File: src/sv/hwth_pkg.sv
// Shared types, constants and helper functions of the Hamming-weight tuple histogram.
package hwth_pkg;

  localparam int WINDOW_CODES = 9;
  localparam int COUNT_BITS   = 32;
  localparam int WIN_BITS     = 2 * WINDOW_CODES;
  localparam int BINS         = 1 << WIN_BITS;
  localparam int SEEN_W       = $clog2(WINDOW_CODES + 1);
  localparam int WORD_W       = 64;
  localparam int INDEX_W      = 18;
  localparam int OUT_COUNT_W  = 32;
  localparam int LIMIT_W      = 40;
  localparam int LEFT_W       = 4;
  localparam int FIFO_DEPTH   = 4;
  localparam int FIFO_PTR_W   = $clog2(FIFO_DEPTH);
  localparam int FIFO_CNT_W   = FIFO_PTR_W + 1;

  localparam logic [1:0] MODE_ALL  = 2'd0;
  localparam logic [1:0] MODE_LOW8 = 2'd1;
  localparam logic [1:0] MODE_LOW1 = 2'd2;

  localparam logic [1:0] CFG_MODE       = 2'd0;
  localparam logic [1:0] CFG_WORD_BYTES = 2'd1;
  localparam logic [1:0] CFG_LIMIT      = 2'd2;

  localparam logic OP_PUSH = 1'b0;
  localparam logic OP_READ = 1'b1;

  localparam logic [1:0] WEIGHT_CODE [9] = '{2'd0, 2'd0, 2'd1, 2'd1, 2'd2, 2'd2,
                                            2'd3, 2'd3, 2'd0};

  typedef struct packed {
    logic                op;
    logic [WORD_W-1:0]   word;
    logic [INDEX_W-1:0]  bin_index;
  } in_word_t;

  typedef struct packed {
    logic [OUT_COUNT_W-1:0] bin_count;
    logic [LIMIT_W-1:0]     windows_counted;
  } out_word_t;

  typedef struct packed {
    logic [1:0]         use_bits_mode;
    logic [3:0]         word_bytes;
    logic [LIMIT_W-1:0] window_limit;
  } cfg_t;

  // One job for the back end: a histogram update or a bin read.
  typedef struct packed {
    logic                is_read;
    logic                full;
    logic [WIN_BITS-1:0] bin;
  } entry_t;

  typedef enum logic [1:0] {
    BK_CLEAR,
    BK_IDLE,
    BK_UPD,
    BK_RESP
  } bk_state_e;

  function automatic logic [1:0] weight_code(logic [7:0] b);
    logic [3:0] n;
    n = 4'd0;
    for (int i = 0; i < 8; i++) begin
      n = n + 4'(b[i]);
    end
    return WEIGHT_CODE[n];
  endfunction

  function automatic logic [WIN_BITS-1:0] to_bin(logic [INDEX_W-1:0] idx);
    logic [31:0] t;
    t = 32'(idx);
    return t[WIN_BITS-1:0];
  endfunction

  function automatic logic [OUT_COUNT_W-1:0] cap_count(logic [COUNT_BITS-1:0] c);
    logic [63:0] t;
    t = 64'(c);
    if (t[63:OUT_COUNT_W] != '0) begin
      return '1;
    end
    return t[OUT_COUNT_W-1:0];
  endfunction

endpackage

File: src/sv/hwth_front.sv
// Front end: takes input words, splits them into bytes and builds the code window.
module hwth_front (
  input  logic              clk_i,
  input  logic              rst_ni,
  input  logic              clearing_i,
  input  hwth_pkg::cfg_t    cfg_i,
  input  logic              in_valid_i,
  output logic              in_ready_o,
  input  hwth_pkg::in_word_t in_data_i,
  output logic              push_o,
  output hwth_pkg::entry_t  entry_o,
  input  logic              fifo_full_i
);

  logic [hwth_pkg::LEFT_W-1:0]   left_q, left_d;
  logic [hwth_pkg::WORD_W-1:0]   src_q, src_d;
  logic                          rd_q, rd_d;
  logic [hwth_pkg::WIN_BITS-1:0] rdbin_q, rdbin_d;
  logic [hwth_pkg::WIN_BITS-1:0] win_q, win_d, win_next;
  logic [hwth_pkg::SEEN_W-1:0]   seen_q, seen_d, seen_next;
  logic [7:0]                    asm_q, asm_d, asm_next;
  logic [2:0]                    nbits_q, nbits_d;
  logic                          accept, emit;

  assign in_ready_o = !clearing_i && (left_q == '0);
  assign accept     = in_valid_i && in_ready_o;
  assign emit       = (left_q != '0) && !fifo_full_i;

  assign win_next  = hwth_pkg::WIN_BITS'({win_q, hwth_pkg::weight_code(src_q[7:0])});
  assign seen_next = (seen_q == hwth_pkg::SEEN_W'(hwth_pkg::WINDOW_CODES)) ?
                     seen_q : seen_q + 1'b1;
  assign asm_next  = asm_q | (8'(in_data_i.word[0]) << nbits_q);

  assign push_o          = emit;
  assign entry_o.is_read = rd_q;
  assign entry_o.full    = (seen_next == hwth_pkg::SEEN_W'(hwth_pkg::WINDOW_CODES));
  assign entry_o.bin     = rd_q ? rdbin_q : win_next;

  always_comb begin
    left_d  = left_q;
    src_d   = src_q;
    rd_d    = rd_q;
    rdbin_d = rdbin_q;
    win_d   = win_q;
    seen_d  = seen_q;
    asm_d   = asm_q;
    nbits_d = nbits_q;
    if (accept) begin
      rd_d    = (in_data_i.op == hwth_pkg::OP_READ);
      rdbin_d = hwth_pkg::to_bin(in_data_i.bin_index);
      src_d   = in_data_i.word;
      if (in_data_i.op == hwth_pkg::OP_READ) begin
        left_d = hwth_pkg::LEFT_W'(1);
      end else begin
        case (cfg_i.use_bits_mode)
          hwth_pkg::MODE_LOW8: begin
            left_d = hwth_pkg::LEFT_W'(1);
          end
          hwth_pkg::MODE_LOW1: begin
            // Bits gather into a byte; the byte goes out once eight are in.
            if (nbits_q == 3'd7) begin
              src_d   = hwth_pkg::WORD_W'(asm_next);
              left_d  = hwth_pkg::LEFT_W'(1);
              asm_d   = 8'd0;
              nbits_d = 3'd0;
            end else begin
              asm_d   = asm_next;
              nbits_d = nbits_q + 3'd1;
              left_d  = '0;
            end
          end
          default: begin
            left_d = (cfg_i.word_bytes > 4'd8) ? hwth_pkg::LEFT_W'(8) :
                     hwth_pkg::LEFT_W'(cfg_i.word_bytes);
          end
        endcase
      end
    end else if (emit) begin
      left_d = left_q - 1'b1;
      src_d  = src_q >> 8;
      if (!rd_q) begin
        win_d  = win_next;
        seen_d = seen_next;
      end
    end
  end

  always_ff @(posedge clk_i or negedge rst_ni) begin
    if (!rst_ni) begin
      left_q  <= '0;
      rd_q    <= 1'b0;
      win_q   <= '0;
      seen_q  <= '0;
      asm_q   <= 8'd0;
      nbits_q <= 3'd0;
    end else begin
      left_q  <= left_d;
      rd_q    <= rd_d;
      win_q   <= win_d;
      seen_q  <= seen_d;
      asm_q   <= asm_d;
      nbits_q <= nbits_d;
    end
  end

  always_ff @(posedge clk_i) begin
    src_q   <= src_d;
    rdbin_q <= rdbin_d;
  end

endmodule

File: config.mk
export PLATFORM = sky130hd
export DESIGN_NAME = hwth_front
export DESIGN_NICKNAME = d
export VERILOG_FILES = /design/src/sv/hwth_pkg.sv /design/src/sv/hwth_front.sv
export SDC_FILE = /design/constraint.sdc
export NUM_CORES = 1
export LEC_CHECK = 0
export BUFFER_PORTS_ARGS = -buffer_cell sky130_fd_sc_hd__buf_2
export CAP_MARGIN = 10
export CORE_MARGIN = 2
export CORE_UTILIZATION = 45
export DETAILED_ROUTE_END_ITERATION = 6
export HOLD_SLACK_MARGIN = 0.12
export PLACE_DENSITY_LB_ADDON = 0.12
export SETUP_SLACK_MARGIN = 0.05
export SLEW_MARGIN = 20
export SYNTH_ARGS = -nofsm -noshare
export SYNTH_HDL_FRONTEND = slang
export SYNTH_SLANG_ARGS = --single-unit
File: constraint.sdc
create_clock -name clk_i -period 7.05 [get_ports clk_i]
set_input_delay 0 -clock clk_i [delete_from_list [all_inputs] [get_ports clk_i]]
set_output_delay 0 -clock clk_i [all_outputs]
set_load 0.02 [all_outputs]
# After elaboration in Yosys (flattened, before gate mapping)
# Memories as Yosys holds them, arrays and structs flattened.
# Cells that the tools add are included.
[op_classes]
n_addsub = 10
n_lt_le_gt_ge = 2
n_eq_ne = 5
shift = 1
mux = 17
bitwise = 5
n_reduce_logical = 10
[ops]
columns = ["operator", "n"]
rows = [
  ["$mux W64", 5],
  ["$mux W4", 5],
  ["$mux W18", 1],
  ["$add A4 B1 Y4", 4],
  ["$eq A4 B4 Y1 const B", 2],
  ["$mux W8", 1],
  ["$or A8 B8 Y8", 1],
  ["$pmux W4 S2", 1],
  ["$shl A1 B3 Y8", 1],
  ["$reduce_and A3 Y1", 2],
  ["$ge A5 B5 Y1 const B", 1],
  ["$not A4 Y5", 1],
  ["$add A3 B1 Y4", 1],
  ["$add A4 B1 Y4 const B", 1],
  ["$gt A4 B4 Y1 const B", 1],
  ["$logic_not A4 Y1", 1],
  ["$mux W2", 2],
  ["$reduce_bool A4 Y1", 1],
  ["$sub A4 B1 Y4 const B", 1],
  ["$add A2 B1 Y3", 1],
  ["$add A3 B1 Y3 const B", 1],
  ["$eq A3 B3 Y1 const B", 1],
  ["$logic_and A1 B1 Y1", 3],
  ["$mux W3", 1],
  ["other kinds (7)", 10],
]
[totals]
reg_bits = 118
romBits = 32
input_bits = 134
output_inout_bits = 22
memories = 1
[mem_list]
columns = ["memory", "words", "word_bits", "read_ports", "rd_ports_with_merged_regs", "wr", "line_no", "source"]
rows = [
  ["(no name shown)", 16, 2, 1, 0, 0, "hwth_pkg.sv:69", "return WEIGHT_CODE[n];"],
]

# Longest topological paths before layout
[depth]
word_depth = 12
depth_mapped = 10
depth_no_buf = 10

# Worst setup path before layout
# No wires, ideal clock.
[synth_path]
kind = "reg-to-reg"
start = "reg left_q[0] in the netlist's numbering"
end = "reg left_q[1] in the netlist's numbering"
setup_ns = 0.352
arrival_time_ns = 5.772
required_time_ns = 6.698
path_slack_ns = 0.926
path_stages_with_launch = 6
period_less_slack_ns = 6.124
cell_sequence = "dfrtp_1 inv_1 ha_1 nor3b_4 o21ai_0 mux2i_1"
[synth_via]
elab_chain_len = 4
word_cells_on_any_way = 9
[synth_lines]
columns = ["item", "line_no", "source"]
rows = [
  ["from (decl)", "hwth_front.sv:15", "logic [hwth_pkg::LEFT_W-1:0] left_q, left_d;"],
  ["from (signal assigned)", "hwth_front.sv:97", "left_q <= left_d;"],
  ["parallel branches: the longest is 4 deep, another holds $sub A4 B1 Y4", "n/a", ""],
]
# Several ways; the timed one is not identified. The select of a mux whose other input is x is not followed.
# A chain may end at the register's enable or synchronous reset.

==> summary.md <==
| Metric | Value |
|---|---|
| Final GP Congestion | `0.839` |
| Worst Setup SP | `src_q[1]$_DFFE_PP_` |
| Yosys Warn Count | `0` |
| Min cycle time layout | `3.51 ns` |
| DRT Wirelength | `12.5 mm` |
| P_sw | `~0.00078 W` |
| Actual slew at the worst max-slew pin | `0.879 ns` |
| Crit path to | `entry_o[1]` |
| Layout cells sized above 1 | `a little over a quarter` |
| Dpl ws | `around 3.9 ns` |
| DIE AREA | `around 13000 um2` |
| Synth top area share | `44.2%` |
| Largest net degree at the start of global routing | `70` |
| Synth cell types | `45` |
| Pleak | `between 3 and 4 nW` |
| Post-CTS setup buffers | `0` |
| Critical path class | `reg -> out` |
| Worst-path fanout max | `2` |
| Starting Density | `46.1%` |
| Sequential power share | `40.5%` |
| PortBufs | `115` |
| Critical Path Start Type | `flop` |
| Combinational Power Share | `between 20% and 30%` |
| Via count | `4242` |
| DRC errors left | `0` |
| Clock Skew | `0.00566 ns` |
| Worst endpoint required time | `7.05 ns` |
| DPL Wire Length | `about 7.3 mm` |
| Worst-path clk slew | `0.05 ns` |
| Critical R2R Capture | `left_q[1]$_DFFE_PN0P_` |
| WL/cell | `14.5 um` |
| CP arrival | `3.51 ns` |
| Die width | `roughly 120 um` |
| Footprint of the multi-input gates | `2010 um2` |
| Sequential-to-total area share from yosys stat | `60.4%` |
| Post-synthesis cell area | `roughly 5600 um2` |
| Drt via density | `4.92` |
| Pwr dens | `334 nW/um2` |
| Antenna diodes | `0` |
| Syn_area_per_cell | `11.6 um2` |
| Achievable frequency | `285 MHz` |
| Storage element area | `3360 um2` |
| Antenna-violating nets left | `0` |
| Vias in the first global route | `around 4300` |
| # nets final | `829` |
| Period utilization | `between 40% and 50%` |
| Worst Hold Class | `in -> reg` |
| Setup crit end kind | `output port` |
| Pre-antenna DRT Iters | `4` |
| Clock Latency Late Sink | `0.41 ns` |
| Highest-count cells in the layout ignoring fill and taps | `nand2_1, buf_2, dlygate4sd3_1, edfxtp_1, nand3_1` |
| Syn-to-layout area delta | `38.4%` |
| Final Hold Fails | `0` |
| Gr ovfl total | `0` |
| Max-cap violations | `0` |
| Most area-consuming cells after synthesis | `edfxtp_1, dfrtp_1, nand2_1` |
| Post_cts resized | `0` |
| Die Height | `115 um` |
| Clock network power share | `30.6%` |
| Core ar. | `between 10000 and 15000 um2` |
| Number of synthesized register bits | `118` |
| Final setup violation count | `0` |
| Initial antenna violation count | `0` |
| Outcome | `complete, no violations` |
| Setup WS post-layout | `3.54 ns` |
| DR iter-0 viols | `275` |
| Largest area contributor in the netlist | `edfxtp_1` |
| CTS buffer count | `17` |
| R2R depth | `9` |
| Max VDD drop | `roughly 0.00022 V` |
| First-pass GRT wire length | `20.2 mm` |
| CTS tree | `done` |
| Worst r2r src | `left_q[0]$_DFFE_PN0P_` |
| Clock tree buffer depth | `2` |
| CTS Sinks | `around 120` |
| Depth of the CTS H-tree | `4` |
| Sw frac | `30.1%` |
| FF-to-FF setup slack | `between 3 and 4 ns` |
| Syn nets | `around 630` |
| GRT Util Overall | `20.0%` |
| Design Power | `0.00257 W` |
| Root buffer cell | `clkbuf_16` |
| Final Max Tran Viols | `0` |
| IO Count | `156` |
| Slew headroom | `41.4%` |
| Setup TNS | `0 ns` |
| Internal Power | `about 0.0018 W` |
| RSZ-0062 raised after global routing | `no` |
| Syn Inst Count | `480` |
| Fill count | `958` |
| # rows | `40` |
-- sequential cells by signal, indices dropped and copies added, names as in the netlist --
register  flops
src_q        64
left_q        4
nbits_q       3
win_q        16
asm_q         8
rdbin_q      18
seen_q        4
rd_q          1
-- synth_stat cells, drive strengths merged --
library cell    n
nor2b           6
fa              4
nand4           1
buf            13
nor3b           2
nand2b          3
o31ai           7
a211oi          9
o22ai           1
clkbuf         15
nand2         115
mux2i           3
edfxtp         82
nor4            1
nor3            3
o21a            1
and3            8
a22o            2
ha             10
a41oi           1
dfrtp          36
or3             2
xnor2           1
nor4b           1
nor2           10
o2111ai         1
nand4b          2
a21o            6
and3b           1
o21ai           6
nand3b          5
mux2           38
xor2            2
a21oi           9
nand3          49
a31oi           6
inv            17
and2            1
-- area by class of cell --
class	count	share of cell area [%]
clock buffer	27	6.40
sequential	118	43.7
inverter	17	0.829
clock inverter	5	0.634
timing repair buffer	210	19.7
multi-input combinational	317	26.1
tap	168	2.73
-- how the worst min path moves through the flow --
| stage | start | end | cells after the start |
|---|---|---|---|
| 3_5_place_dp | rst_ni | win_q[7]$_DFFE_PN0P_ | 1 |
| 2_1_floorplan | rst_ni | asm_q[0]$_DFFE_PN0P_ | 0 |
| 3_3_place_gp | rst_ni | win_q[15]$_DFFE_PN0P_ | 1 |
| 6_report | in_valid_i | asm_q[5]$_DFFE_PN0P_ | 3 |
| 4_1_cts | in_data_i[21] | src_q[3]$_DFFE_PP_ | 4 |
| 5_1_grt | in_data_i[21] | src_q[3]$_DFFE_PP_ | 4 |
-- kinds of logic (layout without fill, tap and decap cells) --
group | count (synthesis) | in the layout | synth area share [%]
and+or+nand+nor | 210 | 210 | 17.6
DFF | 118 | 118 | 60.4
AOI/OAI and AO/OA | 49 | 49 | 5.87
buffers and inverters | 45 | 259 | 3.69
muxes | 41 | 41 | 8.23
adders and majority gates | 14 | 14 | 3.69
xor gates and xnor gates | 3 | 3 | 0.472
-- metrics by stage --
stage          area [um2]  util [%]  std cells  hold WS [ns]
2_1_floorplan        5570         -        480        -0.296
3_3_place_gp         6260      51.9        740         0.143
3_5_place_dp         6260      51.9        740         0.163
4_1_cts              7700      63.8        862         0.132
5_1_grt              7700      63.8        862         0.154
6_report             7700      63.8        862         0.153
-- metal layers --
metal | up-vias | GRT usage (%) | share of wire [%]
met4 | 0 | 8.03 | 1.3
met2 | 105 | 33.7 | 51
met5 | - | 0 | 0
li1 | 2120 | - | -
met1 | 2004 | 24.7 | 44
met3 | 13 | 5.06 | 4.5
-- power groups by stage --
stage | registers (W) | clock network (W) | logic (W)
2_1_floorplan | 0.00101 | 0 | 0.000541
3_3_place_gp | 0.00104 | 0 | 0.000692
3_5_place_dp | 0.00105 | 0 | 0.000711
4_1_cts | 0.00104 | 0.000805 | 0.000755
5_1_grt | 0.00106 | 0.000833 | 0.000831
6_report | 0.00104 | 0.000788 | 0.000744
-- what timing repair did --
item                       CTS  global route
hold buffers                90             0
setup endpoints to repair    0             0
hold endpoints to repair   127             0
-- critical path, cell delays in order, from the launching register on --
cell and delay, ns:
edfxtp_1 0.36, inv_1 0.08, fa_1 0.45, fa_1 0.52, fa_1 0.42, nand2b_1 0.18, fa_1 0.38, nand4b_1 0.10
o21ai_0 0.15, mux2_2 0.30, buf_2 0.16
No activity file was read; power rests on OpenSTA's default activity.
