`config.mk`:
```
export PLATFORM = sky130hd
export DESIGN_NAME = hwth_fifo
export DESIGN_NICKNAME = d
export VERILOG_FILES = /design/src/sv/hwth_pkg.sv /design/src/sv/hwth_fifo.sv
export SDC_FILE = /design/constraint.sdc
export NUM_CORES = 1
export LEC_CHECK = 0
export BUFFER_PORTS_ARGS = -buffer_cell sky130_fd_sc_hd__buf_2
export CORE_MARGIN = 2
export CORE_UTILIZATION = 61
export CTS_CLUSTER_DIAMETER = 60
export CTS_CLUSTER_SIZE = 16
export DETAILED_ROUTE_END_ITERATION = 10
export GPL_TIMING_DRIVEN = 0
export PLACE_DENSITY_LB_ADDON = 0.15
export REMOVE_ABC_BUFFERS = 1
export SYNTH_ARGS = -nofsm -noshare
export SYNTH_HDL_FRONTEND = slang
export SYNTH_SLANG_ARGS = --single-unit
```
`constraint.sdc`:
```
create_clock -name clk_i -period 3.7 [get_ports clk_i]
set_input_delay 0.185 -clock clk_i [delete_from_list [all_inputs] [get_ports clk_i]]
set_output_delay 0.185 -clock clk_i [all_outputs]
set_load 0.05 [all_outputs]
```
`src/sv/hwth_pkg.sv`:
```
// Shared types, constants and helper functions of the Hamming-weight tuple histogram.
package hwth_pkg;

  localparam int WINDOW_CODES = 9;
  localparam int COUNT_BITS   = 32;
  localparam int WIN_BITS     = 2 * WINDOW_CODES;
  localparam int BINS         = 1 << WIN_BITS;
  localparam int SEEN_W       = $clog2(WINDOW_CODES + 1);
  localparam int WORD_W       = 64;
  localparam int INDEX_W      = 18;
  localparam int OUT_COUNT_W  = 32;
  localparam int LIMIT_W      = 40;
  localparam int LEFT_W       = 4;
  localparam int FIFO_DEPTH   = 4;
  localparam int FIFO_PTR_W   = $clog2(FIFO_DEPTH);
  localparam int FIFO_CNT_W   = FIFO_PTR_W + 1;

  localparam logic [1:0] MODE_ALL  = 2'd0;
  localparam logic [1:0] MODE_LOW8 = 2'd1;
  localparam logic [1:0] MODE_LOW1 = 2'd2;

  localparam logic [1:0] CFG_MODE       = 2'd0;
  localparam logic [1:0] CFG_WORD_BYTES = 2'd1;
  localparam logic [1:0] CFG_LIMIT      = 2'd2;

  localparam logic OP_PUSH = 1'b0;
  localparam logic OP_READ = 1'b1;

  localparam logic [1:0] WEIGHT_CODE [9] = '{2'd0, 2'd0, 2'd1, 2'd1, 2'd2, 2'd2,
                                            2'd3, 2'd3, 2'd0};

  typedef struct packed {
    logic                op;
    logic [WORD_W-1:0]   word;
    logic [INDEX_W-1:0]  bin_index;
  } in_word_t;

  typedef struct packed {
    logic [OUT_COUNT_W-1:0] bin_count;
    logic [LIMIT_W-1:0]     windows_counted;
  } out_word_t;

  typedef struct packed {
    logic [1:0]         use_bits_mode;
    logic [3:0]         word_bytes;
    logic [LIMIT_W-1:0] window_limit;
  } cfg_t;

  // One job for the back end: a histogram update or a bin read.
  typedef struct packed {
    logic                is_read;
    logic                full;
    logic [WIN_BITS-1:0] bin;
  } entry_t;

  typedef enum logic [1:0] {
    BK_CLEAR,
    BK_IDLE,
    BK_UPD,
    BK_RESP
  } bk_state_e;

  function automatic logic [1:0] weight_code(logic [7:0] b);
    logic [3:0] n;
    n = 4'd0;
    for (int i = 0; i < 8; i++) begin
      n = n + 4'(b[i]);
    end
    return WEIGHT_CODE[n];
  endfunction

  function automatic logic [WIN_BITS-1:0] to_bin(logic [INDEX_W-1:0] idx);
    logic [31:0] t;
    t = 32'(idx);
    return t[WIN_BITS-1:0];
  endfunction

  function automatic logic [OUT_COUNT_W-1:0] cap_count(logic [COUNT_BITS-1:0] c);
    logic [63:0] t;
    t = 64'(c);
    if (t[63:OUT_COUNT_W] != '0) begin
      return '1;
    end
    return t[OUT_COUNT_W-1:0];
  endfunction

endpackage

```
`src/sv/hwth_fifo.sv`:
```
// Short job queue between the front end and the back end.
module hwth_fifo (
  input  logic             clk_i,
  input  logic             rst_ni,
  input  logic             push_i,
  input  hwth_pkg::entry_t entry_i,
  output logic             full_o,
  input  logic             pop_i,
  output hwth_pkg::entry_t head_o,
  output logic             empty_o
);

  hwth_pkg::entry_t                store_q [hwth_pkg::FIFO_DEPTH];
  logic [hwth_pkg::FIFO_PTR_W-1:0] wptr_q, wptr_d;
  logic [hwth_pkg::FIFO_PTR_W-1:0] rptr_q, rptr_d;
  logic [hwth_pkg::FIFO_CNT_W-1:0] cnt_q, cnt_d;
  logic                            do_push, do_pop;

  assign full_o  = (cnt_q == hwth_pkg::FIFO_CNT_W'(hwth_pkg::FIFO_DEPTH));
  assign empty_o = (cnt_q == '0);
  assign head_o  = store_q[rptr_q];
  assign do_push = push_i && !full_o;
  assign do_pop  = pop_i && !empty_o;

  always_comb begin
    wptr_d = do_push ? wptr_q + 1'b1 : wptr_q;
    rptr_d = do_pop ? rptr_q + 1'b1 : rptr_q;
    cnt_d  = cnt_q;
    if (do_push && !do_pop) begin
      cnt_d = cnt_q + 1'b1;
    end else if (do_pop && !do_push) begin
      cnt_d = cnt_q - 1'b1;
    end
  end

  always_ff @(posedge clk_i or negedge rst_ni) begin
    if (!rst_ni) begin
      wptr_q <= '0;
      rptr_q <= '0;
      cnt_q  <= '0;
    end else begin
      wptr_q <= wptr_d;
      rptr_q <= rptr_d;
      cnt_q  <= cnt_d;
    end
  end

  always_ff @(posedge clk_i) begin
    if (do_push) begin
      store_q[wptr_q] <= entry_i;
    end
  end

endmodule

```
Word level (Yosys, flattened, before mapping)
Memory sizes are Yosys's and may differ from the RTL's.
Cells that the tools add are included.

storage, ports and cells
  register bits after elaboration = 7
  RAM bits = 80
  input bits = 24
  output and inout port bits = 22
  word-level logic and storage cells = 23
  memories = 1

operators by class
  $add $sub $neg = 4
  equal/unequal tests = 1
  multiplexer cells = 4
  reductions and logical operators = 10

memories
  memory   depth  width  read ports  clocked after memory_dff  wr ports  line             source
  store_q  4      20     1           0                         1         hwth_fifo.sv:13  hwth_pkg::entry_t store_q [hwth_pkg::FIFO_DEPTH];

operator list
  cell                   count
  $mux W3                2
  $add A2 B1 Y2 const B  2
  $logic_and A1 B1 Y1    4
  $logic_not A1 Y1       4
  $add A3 B1 Y3 const B  1
  $eq A3 B3 Y1 const B   1
  $logic_not A3 Y1       1
  $sub A3 B1 Y3 const B  1
  $mux W1                2
  $reduce_bool A2 Y1     1

Logic depth before layout (Yosys ltp)
Gate-level depths: netlist of run 1.

  depth after elaboration = 7
  gate-level depth with buffers = 9
  depth with buffers taken out = 8

Worst setup path after synthesis of run 1
No wires, ideal clock.

  kind = register to register
  start = reg cnt_q[0] in the netlist's numbering
  end = reg cnt_q[1] in the netlist's numbering
  library setup time = 0.125 ns
  arrival = 2.344 ns
  data required time = 3.575 ns
  setup slack = 1.231 ns
  stages on the path, launching flop included = 8
  path buffers = 1
  period minus slack after synthesis = 2.469 ns
  path through = dfrtp_1 -> nor3b_2 -> nor2b_1 -> buf_6 -> ha_1 -> inv_1 -> fa_1 -> mux2_2

on the way
  elaborated cells between the ends (all ways) = 15
  classes of those cells = 2 x add/sub; 1 x eq/ne; 2 x mux; 10 x reduce/logical

RTL lines
  what                    line             source
  start, declared         hwth_fifo.sv:16  logic [hwth_pkg::FIFO_CNT_W-1:0] cnt_q, cnt_d;
  start signal, assigned  hwth_fifo.sv:44  cnt_q <= cnt_d;
  $eq A3 B3 Y1            hwth_fifo.sv:19  assign full_o = (cnt_q == hwth_pkg::FIFO_CNT_W'(hwth_pkg::FIFO_DEPTH));
  net full_o              hwth_fifo.sv:7   output logic full_o,
  $logic_not A1 Y1        hwth_fifo.sv:22  assign do_push = push_i && !full_o;
  $logic_and A1 B1 Y1     hwth_fifo.sv:22
  net do_push             hwth_fifo.sv:17  logic do_push, do_pop;
  $logic_and A1 B1 Y1     hwth_fifo.sv:29  if (do_push && !do_pop) begin
  $mux W3                 hwth_fifo.sv:29
  net cnt_d, one bit      hwth_fifo.sv:16

The timed path passes the listed nets, and every way through them passes these cells. The select of a mux whose other input is x is not followed.
A chain may end at the register's enable or synchronous reset.

==> run summary, run 1 <==
Clock transition at the registers of the reported paths = 80 ps
Depth of the CTS H-tree = 3
Final Hold Viols = 0
Final TNS setup = 0 ps
Post-CTS Setup Inserts = 0
Worst-Margin Slew = 1130 ps
Fin nets = 222
Final setup viols = 0
Largest net degree at the start of global routing = 23
WHS = 50.8 ps
Worst path required time = 3510 ps
Register area share after synthesis = 76.2%
Worst IR Drop VDD = 0.632 mV
Clk buf depth = 2
Cell variety after synth = 20
Placed Area = 3660 sq um
Sw Pwr = 1320 uW
Worst Hold Class = in2reg
Ant diodes = 0
Logic pwr share = 36.5%
RSZ-0062 raised after global routing = false
Initial antenna violation count = 0
Hold Path Stages = 1
Chip height = 78.5 um
Share of layout cells above drive strength 1 = 32.5%
Clk sinks = 87
Final Cell Area = 3880 sq um
GR Overflow Total = 0
Die Area = 6160 sq um
Origin of the critical flop-to-flop path = cnt_q[2]$_DFFE_PN0P_
DP HPWL = 3.30 mm
Crit. End Element = output pin
Cell area after synthesis = 3380 sq um
CTS buffer count = 9
Commonest non-fill, non-tap cells in the layout = 80 x edfxtp_1, 45 x buf_2, 20 x mux4_1, 9 x clkbuf_8, 7 x dfrtp_1
GPL Wtd Cong = 0.710
CP startpoint = rptr_q[0]$_DFFE_PN0P_
Gr usage total = 18.6%
Switching Share = 38.6%
Layout Skew = 6.07 ps
Syn avg cell area = 24.2 sq um
# IOs = 46
CTS tree = yes
Clock power share = 20.1%
Final Total Pwr = 3420 uW
Vias in the first global route = 1,601
Die Wd = 78.5 um
R2R setup slack = 1410 ps
PnR worst setup slack = 1130 ps
Nature of the critical path startpoint = flop
Pint = 2100 uW
Post-layout min period = 2570 ps
Total leakage power = 0.00144 uW
DRC Markers = 0
P&R area growth vs syn = 14.6%
Number of port buffers = 45
First-pass GRT wire length = 8.02 mm
Sequential power share = 43.4%
Starting Density = 62.2%
Filler cell count = 320
Final max-slew violation count = 0
Setup WS pre-CTS = 1370 ps
Ys Warns = 0
Drt first pass iters = 4
Total wire length = 5.31 mm
Later-pin clock latency in the skew report = 340 ps
Final Cycle Share = 69.5%
Min-delay src = entry_i[3]
Worst Path Max Fanout = 22
1st-iter DRT viols = 87
Synthesized flop and latch total = 87
CTS Root Cell = clkbuf_8
Cells after Synth = 140
Max_cap viols = 0
Commonest non-fill, non-tap cell in the layout = edfxtp_1
Pwr dens = 881 nW/um^2
Via density = 5.71
Drt wl/cell = 19.7 um
Fmax = 389 MHz
Critical setup path kind = reg2out
Core Area = 5440 sq um
R2r endpoint = store_q[1][6]$_DFFE_PP_
Vias = 1,536
WHS Endpoint = store_q[2][3]$_DFFE_PP_
Site Rows = 27
CP Data Arrival Time = 2390 ps
Outcome = completed
Remaining antenna violation count after routing = 0
Worst r2r path cells = 3
Max_slew headroom = 24.8%
power groups by stage:
stage	Sequential [uW]	Combinational, uW	Clock [uW]
2_1_floorplan	1440	1010	0
3_3_place_gp	1490	1230	0
3_5_place_dp	1510	1260	0
4_1_cts	1480	1270	701
5_1_grt	1510	1320	733
6_report	1480	1250	688
synth_stat cells:
cell / number / area (sq um)
nand3_1: 1 / 5.00
nand2_1: 1 / 3.75
nor2_1: 1 / 3.75
nor3b_2: 1 / 12.5
buf_2: 1 / 5.00
mux4_1: 20 / 526
xor2_1: 2 / 17.5
and2_1: 4 / 25.0
dfrtp_1: 7 / 175
buf_6: 3 / 33.8
edfxtp_1: 80 / 2400
ha_1: 5 / 62.6
mux2_2: 1 / 11.3
inv_1: 4 / 15.0
or3_1: 1 / 6.26
mux2_4: 1 / 15.0
xnor2_1: 4 / 35.0
nor2b_1: 1 / 6.26
clkbuf_1: 1 / 3.75
fa_1: 1 / 20.0
state kept, by name (all words and copies together), names as in the netlist:
| signal | cells |
|---|---|
| wptr_q | 2 |
| store_q | 80 |
| rptr_q | 2 |
| cnt_q | 3 |
kinds of logic (layout without fill, tap and decap cells):
family                   count (synthesis)  count (layout)  synth area share (%)
AND/OR/NAND/NOR                         10              10                  1.85
multiplexers                            22              22                  16.3
flip-flops                              87              87                  76.2
adder cells (fa/ha/maj)                  6               6                  2.44
XOR/XNOR                                 6               6                  1.55
buffers and inverters                    9              66                  1.70
worst max path at each step:
stage	end	cells past startpoint	slack [ps]
floorplan	cnt_q[1]$_DFFE_PN0P_	6	1180
global placement	store_q[2][15]$_DFFE_PP_	3	1490
detailed placement	store_q[1][15]$_DFFE_PP_	3	1370
CTS	head_o[8]	2	1120
global route	head_o[8]	2	1020
finish	head_o[8]	2	1130
routing by layer:
| metal | vias up | wire length, um | track usage, % | share of wire, % |
|---|---|---|---|---|
| met5 | - | 0 | 0 | 0 |
| met4 | 0 | 68 | 8.42 | 1.3 |
| met3 | 6 | 280 | 5.29 | 5.3 |
| met2 | 43 | 2800 | 30.9 | 53 |
| met1 | 797 | 2160 | 23.1 | 41 |
| li1 | 690 | - | - | - |
critical path, stage by stage, from the launching register on:
cell	delay (ps)
dfrtp_1	1100
mux4_1	700
buf_2	240
cell type report:
type	count	area, sq um	area share [%]
clock buffer	9	124	3.19
clock inverter	7	87.6	2.26
inverter	4	15.0	0.387
multi-input combinational	44	749	19.3
sequential	87	2580	66.5
tap	72	90.1	2.32
timing repair buffer	46	235	6.06
metrics by stage:
stage          std cells  utilization [%]
6_report             269             71.3
5_1_grt              269             71.3
4_1_cts              269             71.3
3_5_place_dp         252             67.2
3_3_place_gp         252             67.2
2_1_floorplan        135                -
what timing repair did:
item / 4_1_cts / 5_1_grt
endpoints found under the hold margin: 7 / 0
gates resized for setup: 0 / 0
hold buffers: 1 / 0
endpoints found under the setup margin: 0 / 0
(Power assumes the default switching activity.)
==> inputs of run 2 (changes only) <==
- CORE_UTILIZATION: 61 -> 51
- clock period: 3.7 -> 2.15 ns (I/O delays scaled with it)
==> run 2 against run 1 <==
Compared with the run above:
- register-to-register slack got worse by 1300 ps
- non-clock buffer count rose by 23
- flip-flop and latch count did not move
- critical path type is now reg2reg
- largest power group unchanged
==> run summary, run 2 (synthesis results as in run 1) <==
Worst IR Drop VDD = 0.873 mV (+38%)
Die Area = 7300 sq um (+19%)
Number of port buffers = 45 (unchanged)
Critical path's top delay family = simple AND/OR/NAND/NOR gates
Commonest non-fill, non-tap cell in the layout = edfxtp_1
Core Area = 6390 sq um (+17%)
Depth of the CTS H-tree = 3 (unchanged)
Gr usage total = 16.4% (-2.2 points)
CP Depth = 8 (+6)
Max_cap viols = 0 (unchanged)
Slowest cell delay on critical path = 440 ps (-660 ps)
Post-layout min period = 2060 ps
Crit path top cell by count = xor2_1
Min-delay src = pop_i
CTS Root Cell = clkbuf_8
Worst setup path endpoint = cnt_q[2]$_DFFE_PN0P_
Largest Register = store_q
Worst r2r path cells = 8 (+5)
Site Rows = 29 (+7.4%)
1st-iter DRT viols = 78 (-10%)
Layout Skew = 7.06 ps (+0.987 ps)
Worst Hold Class = in2reg
Crit-path cells = or3_4 -> nand2_2 -> ha_2 -> inv_1 -> fa_1 -> xor2_1 -> nor2_1 -> xor2_1
Final setup viols = 0 (unchanged)
CP startpoint = cnt_q[1]$_DFFE_PN0P_
Critical path's slowest cell = dfrtp_2
Final Hold Viols = 0 (unchanged)
Clock transition at the registers of the reported paths = 80 ps (about the same)
Clk sinks = 87 (unchanged)
CTS buffer count = 9 (unchanged)
Fmax = 485 MHz
Max_slew headroom = 62.3% (+37 points)
CTS tree = yes
Final Total Pwr = 5880 uW (+72%)
R2r endpoint = cnt_q[2]$_DFFE_PN0P_
Hold Path Stages = 3 (+2)
Remaining antenna violation count after routing = 0 (unchanged)
Chip height = 85.5 um (+8.9%)
Max reg flops = 80 (unchanged)
Fin nets = 245 (+10%)
Later-pin clock latency in the skew report = 350 ps (about the same)
Outcome = completed
# IOs = 46 (unchanged)
Filler cell count = 437 (+37%)
GR Overflow Total = 0 (unchanged)
Total wire length = 5.47 mm (+3.1%)
Biggest regs = store_q x80, cnt_q x3
Drt first pass iters = 4 (unchanged)
Vias = 1,599 (+4.1%)
P&R area growth vs syn = 21.6%
DP HPWL = 3.20 mm (-3.0%)
Starting Density = 53.0% (-9.2 points)
Buf/Inv on CP = 1 (unchanged)
Share of layout cells above drive strength 1 = 34.5% (+2.1 points)
Pwr dens = 1430 nW/um^2 (+62%)
Ant diodes = 0 (unchanged)
Setup WS pre-CTS = -197 ps (-1570 ps)
Worst-Margin Slew = 565 ps (-562 ps)
Worst path required time = 2420 ps (-1090 ps)
Crit. End Element = flop
Origin of the critical flop-to-flop path = cnt_q[1]$_DFFE_PN0P_
Clk buf depth = 2 (unchanged)
CP Data Arrival Time = 2330 ps (-60 ps)
DRC Markers = 0 (unchanged)
Total leakage power = 0.00152 uW (+5.6%)
Worst Path Max Fanout = 4 (-82%)
GPL Wtd Cong = 0.677 (-4.6%)
Commonest non-fill, non-tap cells in the layout = 80 x edfxtp_1, 45 x buf_2, 21 x dlygate4sd3_1, 20 x mux4_1, 9 x clkbuf_8
Via density = 5.38 (-5.7%)
Die Wd = 85.5 um (+8.9%)
Initial antenna violation count = 0 (unchanged)
Vias in the first global route = 1,717 (+7.2%)
PnR worst setup slack = 89.2 ps (-1040 ps)
Critical setup path kind = reg2reg
First-pass GRT wire length = 8.63 mm (+7.6%)
Drt wl/cell = 18.4 um (-6.7%)
Largest net degree at the start of global routing = 23 (unchanged)
Final Cycle Share = 95.9%
R2R setup slack = 90 ps (-1320 ps)
Final max-slew violation count = 0 (unchanged)
Nature of the critical path startpoint = flop
run 2: cell types whose count changed in the layout (fill, tap and decap cells not counted), sizes merged:
cell / before / now
dlygate4sd3: 1 / 21
clkinvlp: 1 / 2
clkinv: 4 / 3
clkbuf: 9 / 10
bufinv: 2 / 1
buf: 45 / 48
run 2: metrics by stage:
step	setup TNS, ps	instance area [sq um]	cells	hold WS (ps)	util (%)
finish	0	4120	297	48.9	64.4
global route	-9.26	4120	297	44.8	64.4
CTS	0	4080	295	49.5	63.9
detailed placement	-15150	3660	257	-50.2	57.4
global placement	-8230	3660	257	-56.4	57.4
floorplan	-3240	3340	135	-188	-
run 2: worst min-delay path: cells and delay by family:
kind	cells	cell delay, ps
simple gates	1	70
xor+xnor	1	60
buf+inv	1	120
run 2: worst min-delay path by stage:
stage | endpoint | slack [ps]
5_1_grt | rptr_q[0]$_DFFE_PN0P_ | 40
6_report | rptr_q[0]$_DFFE_PN0P_ | 50
3_5_place_dp | wptr_q[0]$_DFFE_PN0P_ | -50
4_1_cts | rptr_q[0]$_DFFE_PN0P_ | 50
2_1_floorplan | cnt_q[0]$_DFFE_PN0P_ | -190
3_3_place_gp | wptr_q[0]$_DFFE_PN0P_ | -60
run 2: final cells by class:
cell class | instances | area [sq um] | share of cell area, %
flip-flops and latches | 87 | 2580 | 62.8
multi-input cells | 44 | 772 | 18.8
repair buffers | 69 | 458 | 11.1
clock buffers | 10 | 128 | 3.10
well taps | 77 | 96.3 | 2.34
clock inverters | 6 | 61.3 | 1.49
inverters | 4 | 15.0 | 0.365
run 2: power by group:
group | internal [uW] | switching [uW]
Combinational | 776 | 1480
Clock | 531 | 550
Sequential | 2270 | 273
Total | 3570 | 2300
run 2: timing repair:
item                                    CTS  global route
hold buffers                             21             0
buffers inserted                          1             2
gates cloned                              0             0
endpoints found under the setup margin  102             6
hold endpoints to repair                 87             0
resized for setup                         8             6
run 2: per-layer routing:
layer	track usage (%)	up-vias	share of wire, %
met5	0	-	0
li1	-	736	-
met2	26.8	41	52
met4	5.63	0	1.3
met3	5.06	7	4.6
met1	21.0	815	42
==> inputs of run 3 (changes only) <==
- PLACE_DENSITY: not set -> 0.75
- PLACE_DENSITY_LB_ADDON: 0.15 -> not set
==> run 3 against run 2 <==
Compared with the run above:
- hold slack improved by 4.9 ps
- wire length increased by 0.46%
- register-to-register slack got worse by 40 ps
- clock power decreased by 13%
- die area unchanged
- sequential share of layout area increased by 0.41 points
- via count increased by 0.56%
- combinational power about the same
- cell area decreased by 0.70%
- critical path type unchanged
==> run summary, run 3 (synthesis results as in run 1) <==
Outcome = completed
DP HPWL = 3.29 mm (+2.9%)
Biggest regs = store_q x80, cnt_q x3
Via density = 5.41 (+0.56%)
Final Util = 64.0% (-0.45 points)
Worst Path Max Fanout = 4 (unchanged)
Final Hold Viols = 0 (unchanged)
# IOs = 46 (unchanged)
Nature of the critical path startpoint = flop
Later-pin clock latency in the skew report = 340 ps (about the same)
Initial antenna violation count = 0 (unchanged)
P&R area growth vs syn = 20.7%
Clock transition at the registers of the reported paths = 70 ps (about the same)
Max_cap viols = 0 (unchanged)
Final max-slew violation count = 0 (unchanged)
Sw Pwr = 2240 uW (-2.5%)
Final setup viols = 0 (unchanged)
Met1 wire length = 2.14 mm (-7.1%)
CTS Root Cell = clkbuf_8
Worst path required time = 2410 ps (about the same)
Worst Hold Class = in2reg
Chip height = 85.5 um (unchanged)
Core Area = 6390 sq um (unchanged)
Depth of the CTS H-tree = 3 (unchanged)
Worst-Margin Slew = 860 ps (+294 ps)
Commonest non-fill, non-tap cells in the layout = 80 x edfxtp_1, 45 x buf_2, 21 x dlygate4sd3_1, 20 x mux4_1, 10 x clkbuf_8
Starting Density = 53.0% (unchanged)
Largest Register = store_q
Final Cell Area = 4090 sq um (-0.70%)
Drt first pass iters = 4 (unchanged)
Crit. End Element = flop
Clk buf depth = 2 (unchanged)
Sequential power share = 44.4% (+1.2 points)
First-pass GRT wire length = 8.58 mm (-0.49%)
DRC Markers = 0 (unchanged)
Max_slew headroom = 42.7% (-20 points)
Largest net degree at the start of global routing = 23 (unchanged)
Gr usage total = 16.3% (-0.10 points)
Placed Area = 3660 sq um (unchanged)
1st-iter DRT viols = 58 (-26%)
Vias = 1,608 (+0.56%)
CP Data Arrival Time = 2360 ps (+30 ps)
Clock power share = 16.3% (-2.1 points)
Commonest non-fill, non-tap cell in the layout = edfxtp_1
Share of layout cells above drive strength 1 = 33.2% (-1.4 points)
Remaining antenna violation count after routing = 0 (unchanged)
Site Rows = 29 (unchanged)
Number of port buffers = 45 (unchanged)
GR Overflow Total = 0 (unchanged)
Critical setup path kind = reg2reg
Max reg flops = 80 (unchanged)
Routed wl met3 = 214 um (-15%)
Logic pwr share = 39.2% (+0.8 points)
Total wire length = 5.49 mm (+0.46%)
Final Cycle Share = 97.7% (+1.9 points)
Pint = 3500 uW (-2.1%)
Final TNS setup = 0 ps (unchanged)
Clk sinks = 87 (unchanged)
CTS tree = yes
Die Wd = 85.5 um (unchanged)
RSZ-0062 raised after global routing = true
CTS buffer count = 9 (unchanged)
Final Total Pwr = 5740 uW (-2.2%)
Post-layout min period = 2100 ps (+40.1 ps)
Total leakage power = 0.00152 uW (-0.32%)
GPL Wtd Cong = 0.728 (+7.6%)
Worst IR Drop VDD = 0.912 mV (+4.5%)
Ant diodes = 0 (unchanged)
WHS = 53.8 ps (+4.88 ps)
Drt wl/cell = 18.5 um (+0.46%)
Pwr dens = 1410 nW/um^2 (-1.6%)
Die Area = 7300 sq um (unchanged)
Top routing layer used = met4
Layout Skew = 5.73 ps (-1.33 ps)
Vias in the first global route = 1,754 (+2.2%)
Fin nets = 245 (unchanged)
Met2 WL = 3.06 mm (+7.7%)
Fmax = 476 MHz (-1.9%)
Switching Share = 39.1% (-0.12 points)
## run 3: timing repair
action,CTS,global route
setup endpoints to repair,102,10
endpoints found under the hold margin,87,0
hold buffers,21,0
setup buffers,3,0
gates resized for setup,7,6
## run 3: per-layer routing
layer  global-route usage (%)  vias up
met5                        0        -
met4                     6.49        0
met3                     3.70        7
met2                     29.3       43
met1                     18.8      820
li1                         -      738
## run 3: path summary, 6_finish.rpt
kind | from | end | slack [ps] | cells after the start
max in group asynchronous | rst_ni | rptr_q[0]$_DFFE_PN0P_ | 1840 | 2
min | pop_i | rptr_q[0]$_DFFE_PN0P_ | 50 | 3
max | cnt_q[0]$_DFFE_PN0P_ | cnt_q[2]$_DFFE_PN0P_ | 50 | 8
min in group asynchronous | rst_ni | cnt_q[2]$_DFFE_PN0P_ | 120 | 2
max reg2reg | cnt_q[0]$_DFFE_PN0P_ | cnt_q[2]$_DFFE_PN0P_ | 50 | 8
min reg2reg | cnt_q[2]$_DFFE_PN0P_ | cnt_q[2]$_DFFE_PN0P_ | 520 | 1
## run 3: cell type report
type / instances / area, sq um
Multi-Input combinational cell: 44 / 772
Sequential cell: 87 / 2580
Clock buffer: 15 / 156
Clock inverter: 1 / 5.00
Fill cell: 455 / 2300
Tap cell: 77 / 96.3
Timing Repair Buffer: 69 / 458
Inverter: 4 / 15.0
## run 3: stage by stage
stage | instances | worst slack (ps)
2_1_floorplan | 135 | -371
3_3_place_gp | 257 | -60.2
3_5_place_dp | 257 | -226
4_1_cts | 297 | 4.92
5_1_grt | 297 | -21.5
6_report | 297 | 49.1
## run 3: power by group through the flow
stage	Combinational [uW]	Clock [uW]	Sequential (uW)
after floorplan	1740	0	2480
after global placement	2120	0	2560
after detailed placement	2170	0	2600
after CTS	2260	967	2550
after global routing	2380	1030	2600
final	2250	938	2550
## run 3: worst max-delay path, cell delays in order, from the launching register on
cell	delay [ps]
dfrtp_2	440
or3_4	410
nand2_2	100
ha_2	190
inv_1	60
fa_1	380
xor2_1	170
nor2_1	130
xor2_1	160
